## src/i2cmrw_pkg.sv

```systemverilog
`timescale 1ns / 1ps

package i2cmrw_pkg;

   localparam logic [1:0] MODE_TICK    = 2'd0;
   localparam logic [1:0] MODE_WRITE   = 2'd1;
   localparam logic [1:0] MODE_RECOVER = 2'd2;

   localparam logic [1:0] STEP_TARGET   = 2'd0;
   localparam logic [1:0] STEP_ADDRESS  = 2'd1;
   localparam logic [1:0] STEP_DATA     = 2'd2;
   localparam logic [1:0] STEP_RECOVERY = 2'd3;

   localparam logic [1:0] STATUS_OK        = 2'd0;
   localparam logic [1:0] STATUS_STUCK_LOW = 2'd1;
   localparam logic [1:0] STATUS_NO_LOW    = 2'd2;
   localparam logic [1:0] STATUS_NACK      = 2'd3;

   localparam logic [15:0] DELAY_TICKS_RESET = 16'd10;
   localparam logic [3:0]  BITS_PER_BYTE     = 4'd8;

   localparam logic [2:0] UNITS_ONE   = 3'd1;
   localparam logic [2:0] UNITS_TWO   = 3'd2;
   localparam logic [2:0] UNITS_THREE = 3'd3;
   localparam logic [2:0] UNITS_FOUR  = 3'd4;

   typedef enum logic [1:0] {
      KIND_TICK,
      KIND_WRITE,
      KIND_RECOVER
   } kind_type;

   typedef enum logic [4:0] {
      PH_IDLE,
      PH_CHK1,
      PH_CHK2,
      PH_HOLD,
      PH_PRE,
      PH_BLOW,
      PH_BDATA,
      PH_BHIGH,
      PH_ALOW,
      PH_AREL,
      PH_AHIGH,
      PH_ATAIL,
      PH_SA,
      PH_SB,
      PH_SC,
      PH_SD,
      PH_RINIT,
      PH_RLOW,
      PH_RHIGH,
      PH_RGAP
   } phase_type;

   typedef struct packed {
      kind_type   kind;
      logic [7:0] target_byte;
      logic [7:0] reg_address;
      logic [7:0] data_byte;
      logic       sda_in;
   } entry_type;

   typedef struct packed {
      logic       scl_out;
      logic       sda_out;
      logic       busy_res;
      logic       done_res;
      logic [1:0] status;
   } result_type;

endpackage

```

## src/i2cmrw_if.sv

```systemverilog
`timescale 1ns / 1ps

interface i2cmrw_req_if;
   logic       valid;
   logic       ready;
   logic [1:0] mode;
   logic [7:0] target_byte;
   logic [7:0] reg_address;
   logic [7:0] data_byte;
   logic       sda_in;

   modport source (output valid, mode, target_byte, reg_address, data_byte, sda_in,
                   input ready);
   modport sink (input valid, mode, target_byte, reg_address, data_byte, sda_in,
                 output ready);
endinterface

interface i2cmrw_rsp_if;
   logic       valid;
   logic       ready;
   logic       scl_out;
   logic       sda_out;
   logic       busy_res;
   logic       done_res;
   logic [1:0] status;

   modport source (output valid, scl_out, sda_out, busy_res, done_res, status,
                   input ready);
   modport sink (input valid, scl_out, sda_out, busy_res, done_res, status,
                 output ready);
endinterface

interface i2cmrw_csr_if;
   logic        valid;
   logic        ready;
   logic [15:0] delay_ticks;

   modport source (output valid, delay_ticks, input ready);
   modport sink (input valid, delay_ticks, output ready);
endinterface

```

## src/i2cmrw_front.sv

```systemverilog
`timescale 1ns / 1ps

module i2cmrw_front (
   i2cmrw_req_if.sink            req_bus,
   input  logic                  push_ready,
   output logic                  push_valid,
   output i2cmrw_pkg::entry_type push_entry
);

   i2cmrw_pkg::kind_type kind;

   always_comb begin
      unique case (req_bus.mode)
         i2cmrw_pkg::MODE_WRITE:   kind = i2cmrw_pkg::KIND_WRITE;
         i2cmrw_pkg::MODE_RECOVER: kind = i2cmrw_pkg::KIND_RECOVER;
         default:                  kind = i2cmrw_pkg::KIND_TICK;
      endcase
   end

   assign push_valid              = req_bus.valid;
   assign req_bus.ready           = push_ready;
   assign push_entry.kind         = kind;
   assign push_entry.target_byte  = req_bus.target_byte;
   assign push_entry.reg_address  = req_bus.reg_address;
   assign push_entry.data_byte    = req_bus.data_byte;
   assign push_entry.sda_in       = req_bus.sda_in;

endmodule

```

## src/i2cmrw_queue.sv

```systemverilog
`timescale 1ns / 1ps

module i2cmrw_queue #(
   parameter int DEPTH = 2
) (
   input  logic                  clock,
   input  logic                  reset,
   input  logic                  push_valid,
   output logic                  push_ready,
   input  i2cmrw_pkg::entry_type push_entry,
   output logic                  pop_valid,
   input  logic                  pop_ready,
   output i2cmrw_pkg::entry_type pop_entry
);

   localparam int PTR_W = (DEPTH > 1) ? $clog2(DEPTH) : 1;
   localparam int CNT_W = $clog2(DEPTH + 1);
   localparam logic [PTR_W-1:0] LAST_PTR = PTR_W'(DEPTH - 1);
   localparam logic [CNT_W-1:0] FULL_CNT = CNT_W'(DEPTH);

   i2cmrw_pkg::entry_type entry_ff [DEPTH];
   logic [PTR_W-1:0] wr_ptr_ff, wr_ptr_in;
   logic [PTR_W-1:0] rd_ptr_ff, rd_ptr_in;
   logic [CNT_W-1:0] count_ff, count_in;
   logic             push, pop;

   assign push_ready = (count_ff != FULL_CNT);
   assign pop_valid  = (count_ff != '0);
   assign push       = push_valid && push_ready;
   assign pop        = pop_valid && pop_ready;
   assign pop_entry  = entry_ff[rd_ptr_ff];

   always_comb begin
      wr_ptr_in = wr_ptr_ff;
      rd_ptr_in = rd_ptr_ff;
      count_in  = count_ff;
      if (push) begin
         wr_ptr_in = (wr_ptr_ff == LAST_PTR) ? '0 : wr_ptr_ff + 1'b1;
      end
      if (pop) begin
         rd_ptr_in = (rd_ptr_ff == LAST_PTR) ? '0 : rd_ptr_ff + 1'b1;
      end
      if (push && !pop) begin
         count_in = count_ff + 1'b1;
      end else if (pop && !push) begin
         count_in = count_ff - 1'b1;
      end
   end

   always_ff @(posedge clock) begin
      if (reset) begin
         wr_ptr_ff <= '0;
         rd_ptr_ff <= '0;
         count_ff  <= '0;
      end else begin
         wr_ptr_ff <= wr_ptr_in;
         rd_ptr_ff <= rd_ptr_in;
         count_ff  <= count_in;
      end
   end

   always_ff @(posedge clock) begin
      if (push) begin
         entry_ff[wr_ptr_ff] <= push_entry;
      end
   end

endmodule

```

## src/i2cmrw_back.sv

```systemverilog
`timescale 1ns / 1ps

module i2cmrw_back #(
   parameter int RECOVERY_ROUNDS = 9
) (
   input  logic                  clock,
   input  logic                  reset,
   input  logic                  csr_write,
   input  logic [15:0]           csr_delay_ticks,
   input  logic                  pop_valid,
   output logic                  pop_ready,
   input  i2cmrw_pkg::entry_type pop_entry,
   output logic                  out_valid,
   input  logic                  out_ready,
   output i2cmrw_pkg::result_type out_word
);

   localparam logic [3:0] ROUNDS = 4'(RECOVERY_ROUNDS);

   i2cmrw_pkg::phase_type phase_ff, phase_in, enter_ph;
   logic [3:0]  bit_count_ff, bit_count_in;
   logic [7:0]  shift_ff, shift_in;
   logic [1:0]  step_ff, step_in;
   logic [15:0] delay_count_ff, delay_count_in;
   logic [2:0]  units_ff, units_in;
   logic [7:0]  address_ff, address_in;
   logic [7:0]  data_ff, data_in;
   logic [3:0]  round_ff, round_in;
   logic        scl_ff, scl_in;
   logic        sda_ff, sda_in;
   logic [1:0]  status_ff, status_in;
   logic [15:0] delay_ticks_ff;
   logic        out_valid_ff;
   i2cmrw_pkg::result_type out_word_ff, out_word_in;
   logic [15:0] unit_len;
   logic        enter_en;
   logic        done;
   logic        fire;
   logic        sda;

   assign fire      = pop_valid && (!out_valid_ff || out_ready);
   assign pop_ready = !out_valid_ff || out_ready;
   assign out_valid = out_valid_ff;
   assign out_word  = out_word_ff;
   assign unit_len  = (delay_ticks_ff == '0) ? 16'd1 : delay_ticks_ff;
   assign sda       = pop_entry.sda_in;

   always_comb begin
      phase_in       = phase_ff;
      bit_count_in   = bit_count_ff;
      shift_in       = shift_ff;
      step_in        = step_ff;
      delay_count_in = delay_count_ff;
      units_in       = units_ff;
      address_in     = address_ff;
      data_in        = data_ff;
      round_in       = round_ff;
      scl_in         = scl_ff;
      sda_in         = sda_ff;
      status_in      = status_ff;
      done           = 1'b0;
      enter_en       = 1'b0;
      enter_ph       = i2cmrw_pkg::PH_IDLE;

      if (phase_ff == i2cmrw_pkg::PH_IDLE) begin
         unique case (pop_entry.kind)
            i2cmrw_pkg::KIND_WRITE: begin
               shift_in     = pop_entry.target_byte;
               address_in   = pop_entry.reg_address;
               data_in      = pop_entry.data_byte;
               step_in      = i2cmrw_pkg::STEP_TARGET;
               bit_count_in = '0;
               status_in    = i2cmrw_pkg::STATUS_OK;
               enter_en     = 1'b1;
               enter_ph     = i2cmrw_pkg::PH_CHK1;
            end
            i2cmrw_pkg::KIND_RECOVER: begin
               step_in   = i2cmrw_pkg::STEP_RECOVERY;
               round_in  = '0;
               status_in = i2cmrw_pkg::STATUS_OK;
               enter_en  = 1'b1;
               enter_ph  = i2cmrw_pkg::PH_RINIT;
            end
            default: ;
         endcase
      end else if (delay_count_ff > 16'd1) begin
         delay_count_in = delay_count_ff - 16'd1;
      end else if (units_ff > i2cmrw_pkg::UNITS_ONE) begin
         units_in       = units_ff - 3'd1;
         delay_count_in = unit_len;
      end else begin
         enter_en = 1'b1;
         unique case (phase_ff)
            i2cmrw_pkg::PH_CHK1: begin
               if (!sda) begin
                  enter_en  = 1'b0;
                  done      = 1'b1;
                  status_in = i2cmrw_pkg::STATUS_STUCK_LOW;
               end else begin
                  enter_ph = i2cmrw_pkg::PH_CHK2;
               end
            end
            i2cmrw_pkg::PH_CHK2: begin
               if (sda) begin
                  enter_en  = 1'b0;
                  done      = 1'b1;
                  status_in = i2cmrw_pkg::STATUS_NO_LOW;
               end else begin
                  enter_ph = i2cmrw_pkg::PH_HOLD;
               end
            end
            i2cmrw_pkg::PH_HOLD: enter_ph = i2cmrw_pkg::PH_PRE;
            i2cmrw_pkg::PH_PRE: begin
               bit_count_in = '0;
               enter_ph     = i2cmrw_pkg::PH_BLOW;
            end
            i2cmrw_pkg::PH_BLOW:  enter_ph = i2cmrw_pkg::PH_BDATA;
            i2cmrw_pkg::PH_BDATA: enter_ph = i2cmrw_pkg::PH_BHIGH;
            i2cmrw_pkg::PH_BHIGH: begin
               bit_count_in = bit_count_ff + 4'd1;
               enter_ph     = (bit_count_in < i2cmrw_pkg::BITS_PER_BYTE) ?
                              i2cmrw_pkg::PH_BLOW : i2cmrw_pkg::PH_ALOW;
            end
            i2cmrw_pkg::PH_ALOW: enter_ph = i2cmrw_pkg::PH_AREL;
            i2cmrw_pkg::PH_AREL: enter_ph = i2cmrw_pkg::PH_AHIGH;
            i2cmrw_pkg::PH_AHIGH: begin
               if (step_ff == i2cmrw_pkg::STEP_TARGET && sda) begin
                  status_in = i2cmrw_pkg::STATUS_NACK;
               end
               enter_ph = i2cmrw_pkg::PH_ATAIL;
            end
            i2cmrw_pkg::PH_ATAIL: begin
               if (step_ff == i2cmrw_pkg::STEP_TARGET) begin
                  if (status_ff == i2cmrw_pkg::STATUS_NACK) begin
                     enter_ph = i2cmrw_pkg::PH_SA;
                  end else begin
                     shift_in = address_ff;
                     step_in  = i2cmrw_pkg::STEP_ADDRESS;
                     enter_ph = i2cmrw_pkg::PH_PRE;
                  end
               end else if (step_ff == i2cmrw_pkg::STEP_ADDRESS && data_ff != '0) begin
                  shift_in = data_ff;
                  step_in  = i2cmrw_pkg::STEP_DATA;
                  enter_ph = i2cmrw_pkg::PH_PRE;
               end else begin
                  enter_ph = i2cmrw_pkg::PH_SA;
               end
            end
            i2cmrw_pkg::PH_SA: enter_ph = i2cmrw_pkg::PH_SB;
            i2cmrw_pkg::PH_SB: enter_ph = i2cmrw_pkg::PH_SC;
            i2cmrw_pkg::PH_SC: enter_ph = i2cmrw_pkg::PH_SD;
            i2cmrw_pkg::PH_SD, i2cmrw_pkg::PH_RINIT: begin
               if (phase_ff == i2cmrw_pkg::PH_SD &&
                   step_ff != i2cmrw_pkg::STEP_RECOVERY) begin
                  enter_en = 1'b0;
                  done     = 1'b1;
               end else begin
                  round_in = (phase_ff == i2cmrw_pkg::PH_SD) ? round_ff + 4'd1 : 4'd0;
                  if (round_in >= ROUNDS) begin
                     enter_en  = 1'b0;
                     done      = 1'b1;
                     status_in = i2cmrw_pkg::STATUS_OK;
                  end else begin
                     enter_ph = sda ? i2cmrw_pkg::PH_RGAP : i2cmrw_pkg::PH_RLOW;
                  end
               end
            end
            i2cmrw_pkg::PH_RLOW:  enter_ph = i2cmrw_pkg::PH_RHIGH;
            i2cmrw_pkg::PH_RHIGH: enter_ph = i2cmrw_pkg::PH_RGAP;
            i2cmrw_pkg::PH_RGAP:  enter_ph = i2cmrw_pkg::PH_SA;
            default: begin
               enter_en  = 1'b0;
               done      = 1'b1;
               status_in = i2cmrw_pkg::STATUS_OK;
            end
         endcase
         if (done) begin
            phase_in       = i2cmrw_pkg::PH_IDLE;
            units_in       = '0;
            delay_count_in = '0;
         end
      end

      if (enter_en) begin
         phase_in       = enter_ph;
         units_in       = i2cmrw_pkg::UNITS_ONE;
         delay_count_in = unit_len;
         unique case (enter_ph)
            i2cmrw_pkg::PH_CHK1, i2cmrw_pkg::PH_RINIT: begin
               scl_in = 1'b1;
               sda_in = 1'b1;
            end
            i2cmrw_pkg::PH_CHK2: sda_in = 1'b0;
            i2cmrw_pkg::PH_HOLD: begin
               sda_in   = 1'b0;
               units_in = i2cmrw_pkg::UNITS_FOUR;
            end
            i2cmrw_pkg::PH_PRE: units_in = i2cmrw_pkg::UNITS_TWO;
            i2cmrw_pkg::PH_BDATA: begin
               sda_in   = shift_in[7];
               shift_in = {shift_in[6:0], 1'b0};
            end
            i2cmrw_pkg::PH_BLOW, i2cmrw_pkg::PH_ALOW, i2cmrw_pkg::PH_SA,
            i2cmrw_pkg::PH_RLOW: scl_in = 1'b0;
            i2cmrw_pkg::PH_BHIGH, i2cmrw_pkg::PH_AHIGH, i2cmrw_pkg::PH_SC,
            i2cmrw_pkg::PH_RHIGH: scl_in = 1'b1;
            i2cmrw_pkg::PH_AREL: sda_in = 1'b1;
            i2cmrw_pkg::PH_ATAIL: begin
               scl_in   = 1'b0;
               units_in = i2cmrw_pkg::UNITS_THREE;
            end
            i2cmrw_pkg::PH_SB: sda_in = 1'b0;
            i2cmrw_pkg::PH_SD: begin
               sda_in   = 1'b1;
               units_in = i2cmrw_pkg::UNITS_THREE;
            end
            default: ;
         endcase
      end

      out_word_in.scl_out  = scl_in;
      out_word_in.sda_out  = sda_in;
      out_word_in.busy_res = (phase_in != i2cmrw_pkg::PH_IDLE);
      out_word_in.done_res = done;
      out_word_in.status   = status_in;
   end

   always_ff @(posedge clock) begin
      if (reset) begin
         phase_ff       <= i2cmrw_pkg::PH_IDLE;
         bit_count_ff   <= '0;
         shift_ff       <= '0;
         step_ff        <= i2cmrw_pkg::STEP_TARGET;
         delay_count_ff <= '0;
         units_ff       <= '0;
         address_ff     <= '0;
         data_ff        <= '0;
         round_ff       <= '0;
         scl_ff         <= 1'b1;
         sda_ff         <= 1'b1;
         status_ff      <= i2cmrw_pkg::STATUS_OK;
         out_valid_ff   <= 1'b0;
      end else begin
         if (fire) begin
            phase_ff       <= phase_in;
            bit_count_ff   <= bit_count_in;
            shift_ff       <= shift_in;
            step_ff        <= step_in;
            delay_count_ff <= delay_count_in;
            units_ff       <= units_in;
            address_ff     <= address_in;
            data_ff        <= data_in;
            round_ff       <= round_in;
            scl_ff         <= scl_in;
            sda_ff         <= sda_in;
            status_ff      <= status_in;
            out_valid_ff   <= 1'b1;
         end else if (out_ready) begin
            out_valid_ff <= 1'b0;
         end
      end
   end

   always_ff @(posedge clock) begin
      if (reset) begin
         delay_ticks_ff <= i2cmrw_pkg::DELAY_TICKS_RESET;
      end else if (csr_write) begin
         delay_ticks_ff <= csr_delay_ticks;
      end
   end

   always_ff @(posedge clock) begin
      if (fire) begin
         out_word_ff <= out_word_in;
      end
   end

endmodule

```

## src/i2c_master_register_write_top.sv

```systemverilog
`timescale 1ns / 1ps

// bit-banged i2c register write master stepped by timer ticks: every req word
// is one tick and gives exactly one rsp word with the scl/sda drive levels,
// busy, done and status. a new word is taken every clock while the result
// side keeps up, so the sustained rate is one word per cycle. a word is first
// written into the front queue, then the sequencer steps on it and registers
// the result, which then shows on rsp. a queue of QUEUE_DEPTH words sits
// between the front and the sequencer and absorbs rsp stalls. delay_ticks is
// written over the csr port; the user must write it only while the sequencer
// is idle, as the block itself does not enforce it.
module i2c_master_register_write_top #(
   parameter int RECOVERY_ROUNDS = 9,
   parameter int QUEUE_DEPTH     = 2
) (
   input  logic         clock,
   input  logic         reset,
   i2cmrw_req_if.sink   req_bus,
   i2cmrw_rsp_if.source rsp_bus,
   i2cmrw_csr_if.sink   csr_bus
);

   logic                   push_valid, push_ready;
   logic                   pop_valid, pop_ready;
   i2cmrw_pkg::entry_type  push_entry, pop_entry;
   i2cmrw_pkg::result_type out_word;

   assign csr_bus.ready = 1'b1;

   i2cmrw_front u_front (
      .req_bus    (req_bus),
      .push_ready (push_ready),
      .push_valid (push_valid),
      .push_entry (push_entry)
   );

   i2cmrw_queue #(
      .DEPTH (QUEUE_DEPTH)
   ) u_queue (
      .clock      (clock),
      .reset      (reset),
      .push_valid (push_valid),
      .push_ready (push_ready),
      .push_entry (push_entry),
      .pop_valid  (pop_valid),
      .pop_ready  (pop_ready),
      .pop_entry  (pop_entry)
   );

   i2cmrw_back #(
      .RECOVERY_ROUNDS (RECOVERY_ROUNDS)
   ) u_back (
      .clock           (clock),
      .reset           (reset),
      .csr_write       (csr_bus.valid),
      .csr_delay_ticks (csr_bus.delay_ticks),
      .pop_valid       (pop_valid),
      .pop_ready       (pop_ready),
      .pop_entry       (pop_entry),
      .out_valid       (rsp_bus.valid),
      .out_ready       (rsp_bus.ready),
      .out_word        (out_word)
   );

   assign rsp_bus.scl_out  = out_word.scl_out;
   assign rsp_bus.sda_out  = out_word.sda_out;
   assign rsp_bus.busy_res = out_word.busy_res;
   assign rsp_bus.done_res = out_word.done_res;
   assign rsp_bus.status   = out_word.status;

   a_done_not_busy: assert property (@(posedge clock) disable iff (reset)
      rsp_bus.valid && rsp_bus.done_res |-> !rsp_bus.busy_res)
      else $error("done with busy set");

   a_start_fail_scl_high: assert property (@(posedge clock) disable iff (reset)
      rsp_bus.valid && rsp_bus.done_res &&
      (rsp_bus.status == i2cmrw_pkg::STATUS_STUCK_LOW ||
       rsp_bus.status == i2cmrw_pkg::STATUS_NO_LOW) |-> rsp_bus.scl_out)
      else $error("start check failure with scl low");

   a_word_queued: assert property (@(posedge clock) disable iff (reset)
      req_bus.valid && req_bus.ready |=> pop_valid)
      else $error("accepted word missing from queue");

endmodule
```

## src/flat_wrapper.sv

```systemverilog
// flat-port wrapper written by rule: the top's interface ports become plain ports
module i2c_master_register_write_top_flat 
#(
   parameter int RECOVERY_ROUNDS = 9,
   parameter int QUEUE_DEPTH     = 2
)
  (clock, reset, req_bus_valid, req_bus_mode, req_bus_target_byte, req_bus_reg_address, req_bus_data_byte, req_bus_sda_in, req_bus_ready, rsp_bus_valid, rsp_bus_scl_out, rsp_bus_sda_out, rsp_bus_busy_res, rsp_bus_done_res, rsp_bus_status, rsp_bus_ready, csr_bus_valid, csr_bus_delay_ticks, csr_bus_ready);
  i2cmrw_req_if req_bus_i ();
  i2cmrw_rsp_if rsp_bus_i ();
  i2cmrw_csr_if csr_bus_i ();
  input  logic clock;
  input  logic reset;
  input wire logic [$bits(req_bus_i.valid)-1:0] req_bus_valid;
  input wire logic [$bits(req_bus_i.mode)-1:0] req_bus_mode;
  input wire logic [$bits(req_bus_i.target_byte)-1:0] req_bus_target_byte;
  input wire logic [$bits(req_bus_i.reg_address)-1:0] req_bus_reg_address;
  input wire logic [$bits(req_bus_i.data_byte)-1:0] req_bus_data_byte;
  input wire logic [$bits(req_bus_i.sda_in)-1:0] req_bus_sda_in;
  output wire logic [$bits(req_bus_i.ready)-1:0] req_bus_ready;
  output wire logic [$bits(rsp_bus_i.valid)-1:0] rsp_bus_valid;
  output wire logic [$bits(rsp_bus_i.scl_out)-1:0] rsp_bus_scl_out;
  output wire logic [$bits(rsp_bus_i.sda_out)-1:0] rsp_bus_sda_out;
  output wire logic [$bits(rsp_bus_i.busy_res)-1:0] rsp_bus_busy_res;
  output wire logic [$bits(rsp_bus_i.done_res)-1:0] rsp_bus_done_res;
  output wire logic [$bits(rsp_bus_i.status)-1:0] rsp_bus_status;
  input wire logic [$bits(rsp_bus_i.ready)-1:0] rsp_bus_ready;
  input wire logic [$bits(csr_bus_i.valid)-1:0] csr_bus_valid;
  input wire logic [$bits(csr_bus_i.delay_ticks)-1:0] csr_bus_delay_ticks;
  output wire logic [$bits(csr_bus_i.ready)-1:0] csr_bus_ready;
  assign req_bus_i.valid = req_bus_valid;
  assign req_bus_i.mode = req_bus_mode;
  assign req_bus_i.target_byte = req_bus_target_byte;
  assign req_bus_i.reg_address = req_bus_reg_address;
  assign req_bus_i.data_byte = req_bus_data_byte;
  assign req_bus_i.sda_in = req_bus_sda_in;
  assign req_bus_ready = req_bus_i.ready;
  assign rsp_bus_valid = rsp_bus_i.valid;
  assign rsp_bus_scl_out = rsp_bus_i.scl_out;
  assign rsp_bus_sda_out = rsp_bus_i.sda_out;
  assign rsp_bus_busy_res = rsp_bus_i.busy_res;
  assign rsp_bus_done_res = rsp_bus_i.done_res;
  assign rsp_bus_status = rsp_bus_i.status;
  assign rsp_bus_i.ready = rsp_bus_ready;
  assign csr_bus_i.valid = csr_bus_valid;
  assign csr_bus_i.delay_ticks = csr_bus_delay_ticks;
  assign csr_bus_ready = csr_bus_i.ready;
  i2c_master_register_write_top #(.RECOVERY_ROUNDS(RECOVERY_ROUNDS), .QUEUE_DEPTH(QUEUE_DEPTH)) u_core (.clock(clock), .reset(reset), .req_bus(req_bus_i), .rsp_bus(rsp_bus_i), .csr_bus(csr_bus_i));
endmodule
```

## config.mk

```make
export PLATFORM = sky130hd
export DESIGN_NAME = i2c_master_register_write_top_flat
export DESIGN_NICKNAME = d
export VERILOG_FILES = /design/src/i2cmrw_pkg.sv /design/src/i2cmrw_if.sv /design/src/i2cmrw_front.sv /design/src/i2cmrw_queue.sv /design/src/i2cmrw_back.sv /design/src/i2c_master_register_write_top.sv /design/src/flat_wrapper.sv
export SDC_FILE = /design/constraint.sdc
export NUM_CORES = 1
export LEC_CHECK = 0
export BUFFER_PORTS_ARGS = -buffer_cell sky130_fd_sc_hd__buf_2
export CORE_MARGIN = 3
export CORE_UTILIZATION = 55
export DETAILED_ROUTE_END_ITERATION = 8
export HOLD_SLACK_MARGIN = 0.03
export PLACE_DENSITY = 0.74
export SLEW_MARGIN = 20
export SYNTH_ARGS = -nofsm -noshare
export SYNTH_HDL_FRONTEND = slang
export SYNTH_SLANG_ARGS = --single-unit
```

## constraint.sdc

```tcl
create_clock -name clock -period 5.5 [get_ports clock]
set_input_delay 1.1 -clock clock [delete_from_list [all_inputs] [get_ports clock]]
set_output_delay 1.1 -clock clock [all_outputs]
set_load 0.02 [all_outputs]
```

* Yosys cells after proc, flatten, opt, wreduce, memory -nomap -nowiden
Memory sizes are Yosys's and may differ from the RTL's. A register that Yosys moved wholly into a read port is not among the register bits.
Cells that the tools add are included.
** Cells by class
- Reduce and logical (&&, ||, !) cells :: 41
- Eq/ne operators :: 54
- Mux-type cells :: 101
- $lt $le $gt $ge :: 4
- Add/subtract/negate cells :: 8
** Operator list (count)
- $mux 16 :: 6
- $pmux 5 s18 :: 1
- $eq 5x4->1 const B :: 16
- $mux 8 :: 10
- $mux 4 :: 14
- $mux 5 :: 11
- $mux 2 :: 21
- $eq 5x3->1 const B :: 8
- $eq 5x5->1 const B :: 7
- $mux 1 :: 23
- $eq 5x2->1 const B :: 4
- $gt 16x1->1 const B :: 1
- $logic_not 16->1 :: 1
- $sub 16x1->16 const B :: 1
- $mux 3 :: 5
- $reduce_or 15->1 :: 1
- $ne 2x2->1 const B :: 7
- $reduce_or 14->1 :: 1
- $eq 5x1->1 const B :: 2
- $pmux 2 s5 :: 1
- $pmux 5 s2 :: 1
- $reduce_bool 2->1 :: 5
- $pmux 3 s3 :: 1
- $reduce_bool 3->1 :: 3
- 36 further kinds :: 57
** Storage, ports and cells
- Input port bits :: 48
- Register bits :: 89
- Output and inout bits :: 9
- Memories kept :: 1
- Bits in writable memories :: 54
- Logic and storage cells :: 231
** Memory list
- u_core.u_queue.entry_ff :: depth 2, width 27, read ports 1, clocked after Yosys merged registers in 1, write ports 1, RTL line i2cmrw_queue.sv:21 : i2cmrw_pkg::entry_type entry_ff [DEPTH];

* Depth between registers and ports, before layout
Gate-level depths: netlist (run 1).
- Word-level depth :: 15
- Mapped depth :: 15
- Gate-level depth less buffers :: 11

* Cells and area by module
A second synthesis (run 1) with hierarchy kept.
** Second synthesis, totals
- Cell total of the unflattened synthesis :: 814
- Area total of the unflattened synthesis :: 7712.4 um2
** Modules (own cells, without submodules)
- i2cmrw_back :: instances 1, sequential area each 1761.7 um2, cells each 675, area an instance 5315.1 um2
- i2cmrw_queue :: instances 1, sequential area each 1721.7 um2, cells each 108, area an instance 2168.3 um2
- i2cmrw_front :: instances 1, sequential area each 0.0 um2, cells each 29, area an instance 217.7 um2
- i2c_master_register_write_top :: instances 1, sequential area each 0.0 um2, cells each 2, area an instance 11.3 um2

* Worst setup path before layout (run 1)
OpenSTA, ideal clock, no wires.
- Kind :: register -> register
- Start :: register with a tool-made name
- End :: register u_core.u_back.out_word_ff, in the netlist u_core.u_back.out_word[4] (data pin)
- Buffers on the path :: 4
- Stages on the path, launching flop included :: 15
- Data required time :: 5.231 ns
- Setup slack :: 1.613 ns
- Data arrival time :: 3.618 ns
- Library setup time :: 0.269 ns
- Period minus slack after synthesis :: 3.887 ns
- Cell sequence :: dfxtp_1 buf_2 buf_1 buf_1 mux2i_1 inv_1 ha_1 or2_1 a221oi_1 o221ai_1 nand2b_1 or4_4 buf_6 nand3_1 o21ai_1
** RTL lines
- end signal, assigned :: RTL line i2cmrw_back.sv:274 : out_word_ff <= out_word_in;
- end, declared :: RTL line i2cmrw_back.sv:34 : i2cmrw_pkg::result_type out_word_ff, out_word_in;

* Worst setup path in the final report (run 1)
- Start :: register u_core.u_back.phase_ff[2]
- End :: register u_core.u_back.phase_ff[2]
** Between the ends
- Cells in the longest elaborated chain, start to end :: 14
- Elaborated cells between the ends (all ways) :: 47
- Those cells by class :: 1 x order compare; 19 x eq/ne; 23 x mux; 4 x reduce/logical
** Ends and longest elaborated chain
- start, declared :: RTL line i2cmrw_back.sv:20 : i2cmrw_pkg::phase_type phase_ff, phase_in, enter_ph;
- start signal, assigned :: RTL line i2cmrw_back.sv:230 : phase_ff <= i2cmrw_pkg::PH_IDLE;
- start signal, assigned :: RTL line i2cmrw_back.sv:245 : phase_ff <= phase_in;
- $eq 5x4->1 :: RTL line i2cmrw_back.sv:93, i2cmrw_back.sv:153, i2cmrw_back.sv:158
- $mux 4 :: RTL line i2cmrw_back.sv:158 : round_in = (phase_ff == i2cmrw_pkg::PH_SD) ? round_ff + 4'd1 : 4'd0;
- $ge 4x4->1 :: RTL line i2cmrw_back.sv:159 : if (round_in >= ROUNDS) begin
- $mux 1 :: RTL line i2cmrw_back.sv:159
- $mux 1 :: RTL line i2cmrw_back.sv:153 : if (phase_ff == i2cmrw_pkg::PH_SD &&
- $pmux 1 s4 :: RTL line i2cmrw_back.sv:93 : unique case (phase_ff)
- $mux 1 :: RTL line i2cmrw_back.sv:88 : end else if (units_ff > i2cmrw_pkg::UNITS_ONE) begin
- $mux 1 :: RTL line i2cmrw_back.sv:86 : end else if (delay_count_ff > 16'd1) begin
- $mux 1 :: RTL line i2cmrw_back.sv:65 : if (phase_ff == i2cmrw_pkg::PH_IDLE) begin
- $mux 5 :: RTL line i2cmrw_back.sv:177 : if (done) begin
- $mux 5 :: RTL line i2cmrw_back.sv:88
- $mux 5 :: RTL line i2cmrw_back.sv:86
- $mux 5 :: RTL line i2cmrw_back.sv:65
- $mux 5 (*) :: RTL line i2cmrw_back.sv:184 : if (enter_en) begin
Mark *: on every way between the ends. The rest lies on a longest branch, timed or not. The select of a mux whose other input is x is not followed.
A chain may end at the register's enable or synchronous reset.

==> flow_metrics.py, run 1 <==
metrics = {
    "outcome": {
        "status": "complete, no violations",
    },
    "clock_network": {
        "cts_resized": 0,
        "cts_setup_buffers": 0,
        "clkTransAtPathRegs_ps": 60,
        "cts_buffers": 17,
        "clk_path_buf_depth": 2,
        "clk-insertion-delay-late_ps": 420,
        "clock-sinks": 144,
        "cts_root_buf": "clkbuf_16",
        "htree_levels": 4,
        "cts_tree": "done",
        "ctsHoldBuffers": 0,
    },
    "routing": {
        "dr.pass1.iters": 6,
        "drt_drc_violations_left": 0,
        "drt_first_iter_violations": 568,
        "routed_wl_um": 17200,
        "ant_nets": 0,
        "viasPerCell": 6.18,
        "avgRoutedWirePerCell_um": 17.5,
        "dr_total_vias": 6067,
    },
    "sta": {
        "fin_crit_sh_pct": 62.5,
        "relSlewSlack_pct": 41.5,
        "fmax_mhz": 291,
        "min_period_ps": 3440,
        "slew_violations": 0,
        "rsz0062_at_grt": "false",
        "worst-slew-pin-transition_ps": 877,
        "fin_skew_ps": 5.54,
        "hold_viol": 0,
        "setup_tns_ps": 0,
        "setup_viol": 0,
        "fin_hold_ws_ps": 476,
    },
    "synthesis": {
        "yosys.area_share.simple_pct": 18.5,
        "synthCells": 764,
        "synth_top_area_share_pct": 24.8,
        "synth_top_cells_by_area": "edfxtp_1 25%, dfxtp_1 23%, mux2i_1 7.6%",
        "synthAdderAreaFrac_pct": 1.72,
        "syn-num-nets": 822,
        "synth_mux_area_share_pct": 7.89,
        "synth_edf_count": 60,
        "ys_async_sr_fraction_pct": 0,
        "ys_ff_latch": 144,
        "yosysSeqAreaShare_pct": 48.0,
        "synth_top_cells_by_count": "93 x nor2_1, 84 x dfxtp_1, 62 x nand2_1",
        "synth_most_common_cell": "nor2_1",
        "synth_cell_type_count": 75,
        "syn_area_mm2": 0.00726,
        "synth_largest_area_cell": "edfxtp_1",
        "ys.flop_type": "dfxtp_1",
        "avgSynthCellArea_um2": 9.50,
        "synth_compound_area_share_pct": 18.7,
        "synth_top_family_by_area": "compound AO/OA/AOI/OAI gates",
        "yosysWarnings": 0,
        "synth-xor-area-share_pct": 1.57,
    },
    "die": {
        "die_w_um": 121,
        "core-area_mm2": 0.0128,
        "pin_count": 57,
        "die_area_mm2": 0.0146,
        "start_util_pct": 56.8,
        "fp.dieH_um": 121,
        "row_count": 41,
    },
    "power_and_ir_drop": {
        "leakagePower_nw": 3.11,
        "power_density_mw_per_mm2": 583,
        "ir_drop_mv": 0.340,
        "p_total_w": 0.00478,
    },
    "min_path": {
        "hold_path_depth": 2,
        "min_to": "u_core.u_back.bit_count_ff[3]$_SDFFE_PP0P_",
        "worstHoldStart": "u_core.u_back.bit_count_ff[3]$_SDFFE_PP0P_",
        "hold_class": "flop to flop",
    },
    "worst_setup_path": {
        "path_cells": "nor3_1 > and2_1 > nor3b_2 > a21oi_1 > o21ai_0 > a21oi_1 > a2bb2o_1",
        "cp_max_fo": 24,
        "critical_path_class": "flop to flop",
        "r2r_slack_ps": 2060,
        "crit_required_ps": 5860,
        "r2r_start": "u_core.u_back.phase_ff[2]$_SDFFE_PP0P_",
        "critPathBufInv": 0,
        "r2r.worst_path.cells": 7,
        "arrival_ps": 3800,
        "r2r_end": "u_core.u_back.phase_ff[2]$_SDFFE_PP0P_",
        "cpMostUsedCell": "a21oi_1",
        "crit_slowest_cell": "and2_1",
        "cp-end-kind": "flop",
        "worstSetupStartpointType": "flop",
        "critPathMaxStageDelay_ps": 790,
        "crit_family": "simple AND/OR/NAND/NOR gates",
    },
    "layout": {
        "area_growth_syn_to_layout_pct": 12.9,
        "drive_above_1_share_pct": 13.5,
        "insertedDiodeCount": 0,
        "final_nets": 855,
    },
    "grt": {
        "grt.overflow.total": 0,
        "grt_pass1_vias": 5812,
        "grt_pass1_wl_um": 27900,
        "grt_max_degree": 49,
        "grt_use_total_pct": 23.8,
        "antenna_found_initial": 0,
    },
    "flow_run": {
        "maxCapViolations": 0,
    },
    "place": {
        "portBuffers": 55,
        "post-dp-hpwl_um": 11500,
        "place_congestion": 0.943,
    },
}
-- layer usage --
| metal | GRT usage [%] | vias to the layer above | routed length [um] |
|---|---|---|---|
| li1 | - | 2916 | - |
| met1 | 30.9 | 2859 | 7210 |
| met2 | 38.7 | 258 | 8500 |
| met3 | 5.59 | 34 | 1090 |
| met4 | 9.07 | 0 | 360 |
| met5 | 0 | - | 0 |
-- tightest hold or removal path: stages (launching register included) --
cell and delay, ps:
dfxtp_1 320, nand2_1 60, a21oi_1 50
-- stage by stage --
step	instance area [um^2]	setup WS, ps	util [%]	cells
floorplan	7260	1610	-	764
global placement	7600	2270	59.5	950
detailed placement	7600	2160	59.5	950
CTS	8190	2130	64.1	982
global route	8200	1820	64.2	982
finish	8200	2060	64.2	982
-- where the power goes --
| part | leakage [nW] | internal, W | switching, W |
|---|---|---|---|
| combinational | 1.60 | 0.000744 | 0.00136 |
| clock | 0.272 | 0.000707 | 0.000448 |
| sequential | 1.24 | 0.00135 | 0.000172 |
-- how the worst max path moves through the flow --
stage                     slack [ps]                                     end  cells after the start                                    from
after floorplan                 1610     u_core.u_back.out_word[4]$_DFFE_PP_                     14                                    flop
after global placement          2270     u_core.u_back.out_word[5]$_DFFE_PP_                     11                                    flop
after detailed placement        2160     u_core.u_back.out_word[5]$_DFFE_PP_                     11                                    flop
after CTS                       2130   u_core.u_back.data_ff[5]$_SDFFE_PP0P_                      6  u_core.u_back.phase_ff[2]$_SDFFE_PP0P_
after global routing            1820  u_core.u_back.phase_ff[2]$_SDFFE_PP0P_                      7  u_core.u_back.phase_ff[2]$_SDFFE_PP0P_
final                           2060  u_core.u_back.phase_ff[2]$_SDFFE_PP0P_                      7  u_core.u_back.phase_ff[2]$_SDFFE_PP0P_
-- cell usage in the layout, fill, tap and decap left out, types with 11 or more instances in the layout --
| cell type | count |
|---|---|
| mux2i_1 | 55 |
| nor3_1 | 21 |
| o21ai_0 | 40 |
| nor2_1 | 91 |
| edfxtp_1 | 60 |
| buf_2 | 55 |
| a211oi_1 | 21 |
| o22ai_1 | 13 |
| o211ai_1 | 11 |
| nand2_1 | 62 |
| clkbuf_16 | 17 |
| nand3_1 | 16 |
| inv_1 | 15 |
| dfxtp_1 | 84 |
| a21oi_1 | 42 |
| nand3b_1 | 12 |
-- flip-flops by register name, summed over array words and instances, names as in the netlist, 3 cells and up, named ones only --
signal and flops:
u_core.u_back.phase_ff 5, u_core.u_queue.entry_ff 54, u_core.u_back.units_ff 3, u_core.u_back.delay_ticks_ff 16
u_core.u_back.address_ff 8, u_core.u_back.out_word 6, u_core.u_back.shift_ff 8, u_core.u_back.delay_count_ff 16
u_core.u_back.round_ff 4, u_core.u_back.data_ff 8, u_core.u_back.bit_count_ff 4
-- cell type report --
type | instances | area [um^2]
multi-input cells | 558 | 3530
flip-flops and latches | 144 | 3480
repair buffers | 61 | 320
clock inverters | 15 | 168
clock buffers | 17 | 425
well taps | 172 | 215
fillers | 1037 | 4580
inverters | 15 | 56.3
-- logic make-up after synthesis --
kind of cell    count (synthesis)
fa+ha+maj                      10
xor+xnor                       13
compound gates                205
simple gates                  272
other cells                     1
flops                         144
buf+inv                        62
mux                            57
Note: power is estimated with default switching activity, not from simulation.
==> inputs of run 2 (changes only) <==
clock period = 3.3 ns   (was 5.5 ns; I/O delays follow)
==> run 2 against run 1 <==
Compared with the run above:
- die area is the same
- wire length grew 3.2%
- combinational power grew 79%
==> flow_metrics.py, run 2 (synthesis gave the netlist of run 1 again) <==
metrics = {
    "outcome": {
        "status": "complete, no violations",
    },
    "layout": {
        "area_growth_syn_to_layout_pct": 14.8,
        "final_nets": 877,
        "final_common_cell": "nor2_1",
        "fin_util_pct": 65.3,
        "largest_reg_flops": 54,
        "drive_above_1_share_pct": 15.5,
        "top_regs": "u_core.u_queue.entry_ff x54, u_core.u_back.delay_count_ff x16, u_core.u_back.delay_ticks_ff x16",
        "insertedDiodeCount": 0,
        "final_cell_mix": "91 x nor2_1, 83 x dfxtp_1, 62 x nand2_1",
        "stdcell_count": 1004,
        "largest-register": "u_core.u_queue.entry_ff",
    },
    "sta": {
        "relSlewSlack_pct": 47.6,
        "slew_violations": 0,
        "fin_crit_sh_pct": 91.2,
        "setup_tns_ps": 0,
        "fin_hold_ws_ps": 413,
        "fmax_mhz": 332,
        "layout_setup_ws_ps": 291,
        "min_period_ps": 3010,
        "rsz0062_at_grt": "false",
        "setup_viol": 0,
        "fin_skew_ps": 21.6,
        "worst-slew-pin-transition_ps": 782,
        "hold_viol": 0,
    },
    "min_path": {
        "min_to": "u_core.u_queue.entry_ff[0][2]$_DFFE_PP_",
        "hold_path_depth": 1,
        "worstHoldStart": "req_bus_data_byte[1]",
        "hold_class": "input pin to flop",
    },
    "worst_setup_path": {
        "arrival_ps": 3360,
        "cp-end-kind": "flop",
        "crit_slowest_cell": "a211o_1",
        "crit_start": "u_core.u_back.delay_count_ff[8]$_SDFFE_PP0P_",
        "crit_family": "simple AND/OR/NAND/NOR gates",
        "critPathMaxStageDelay_ps": 540,
        "r2r_end": "u_core.u_back.delay_count_ff[0]$_SDFFE_PP0P_",
        "r2r_slack_ps": 290,
        "critPathBufInv": 0,
        "path_cells": "or4_4 > and4bb_1 > nand3_1 > nor3b_4 > a211o_1 > a22oi_1 > a211oi_1",
        "worstSetupStartpointType": "flop",
        "r2r.worst_path.cells": 7,
        "crit_required_ps": 3650,
        "cp_max_fo": 16,
        "r2r_start": "u_core.u_back.delay_count_ff[8]$_SDFFE_PP0P_",
        "critical_path_class": "flop to flop",
    },
    "die": {
        "pin_count": 57,
        "start_util_pct": 56.8,
        "fp.dieH_um": 121,
        "core-area_mm2": 0.0128,
        "die_w_um": 121,
        "row_count": 41,
        "die_area_mm2": 0.0146,
    },
    "clock_network": {
        "cts_buffers": 17,
        "clock-sinks": 144,
        "clkTransAtPathRegs_ps": 60,
        "ctsHoldBuffers": 0,
        "htree_levels": 4,
        "cts_tree": "done",
        "cts_resized": 0,
        "clk_path_buf_depth": 2,
        "clk-insertion-delay-late_ps": 430,
        "cts_root_buf": "clkbuf_16",
        "cts_setup_buffers": 0,
    },
    "grt": {
        "grt_max_degree": 47,
        "antenna_found_initial": 0,
        "grt_pass1_wl_um": 28400,
        "grt_pass1_vias": 5915,
        "grt.overflow.total": 0,
        "grt_use_total_pct": 24.5,
    },
    "routing": {
        "avgRoutedWirePerCell_um": 17.7,
        "drt_first_iter_violations": 522,
        "drt_drc_violations_left": 0,
        "dr_total_vias": 6111,
        "routed_wl_um": 17700,
        "dr.pass1.iters": 6,
        "ant_nets": 0,
        "viasPerCell": 6.09,
    },
    "place": {
        "pre_cts_slack_ps": 281,
        "portBuffers": 55,
        "placedCellCount": 972,
        "place_congestion": 0.930,
        "post-dp-hpwl_um": 12600,
    },
    "power_and_ir_drop": {
        "leakagePower_nw": 3.21,
        "ir_drop_mv": 0.636,
        "power_density_mw_per_mm2": 973,
    },
    "flow_run": {
        "maxCapViolations": 0,
    },
}
==> run 2: metrics by stage <==
step           instance area, um^2  total power, W
3_5_place_dp                  7760         0.00621
4_1_cts                       8330         0.00809
5_1_grt                       8340         0.00865
6_report                      8340         0.00811
3_3_place_gp                  7760         0.00608
2_1_floorplan                 7270         0.00519
==> run 2: cell type report <==
type / count / area [um^2]
repair buffers: 83 / 485
well taps: 172 / 215
clock inverters: 10 / 101
fillers: 1032 / 4440
multi-input cells: 558 / 3530
flip-flops and latches: 144 / 3480
inverters: 15 / 56.3
clock buffers: 22 / 465
==> run 2: worst register-to-register path: stages (launching register included) <==
cell	delay [ps]
dfxtp_1	350
or4_4	530
and4bb_1	420
nand3_1	290
nor3b_4	410
a211o_1	540
a22oi_1	130
a211oi_1	250
==> run 2: how the worst max path moves through the flow <==
stage                                                          to  slack (ps)  cells past startpoint
CTS                  u_core.u_back.delay_count_ff[0]$_SDFFE_PP0P_         240                      7
floorplan                     u_core.u_back.out_word[4]$_DFFE_PP_          20                     14
global placement    u_core.u_back.delay_count_ff[11]$_SDFFE_PP0P_         380                      7
detailed placement   u_core.u_back.delay_count_ff[0]$_SDFFE_PP0P_         280                      7
finish               u_core.u_back.delay_count_ff[0]$_SDFFE_PP0P_         290                      7
global route                  u_core.u_back.out_word[5]$_DFFE_PP_          30                     11
==> run 2: power by group <==
group / internal (W) / switching (W) / leakage (nW) / total (W)
Sequential: 0.00224 / 0.000272 / 1.24 / 0.00252
Combinational: 0.00141 / 0.00235 / 1.70 / 0.00376
Clock: 0.00109 / 0.000745 / 0.267 / 0.00183
Total: 0.00475 / 0.00337 / 3.21 / 0.00811
==> run 2: per-layer routing <==
metal / vias up / GRT usage (%) / share of wire, %
met2: 225 / 41.0 / 49
met4: 0 / 9.42 / 2.6
met5: - / 0 / 0
met3: 37 / 5.83 / 6.0
met1: 2889 / 30.8 / 42
li1: 2960 / - / -
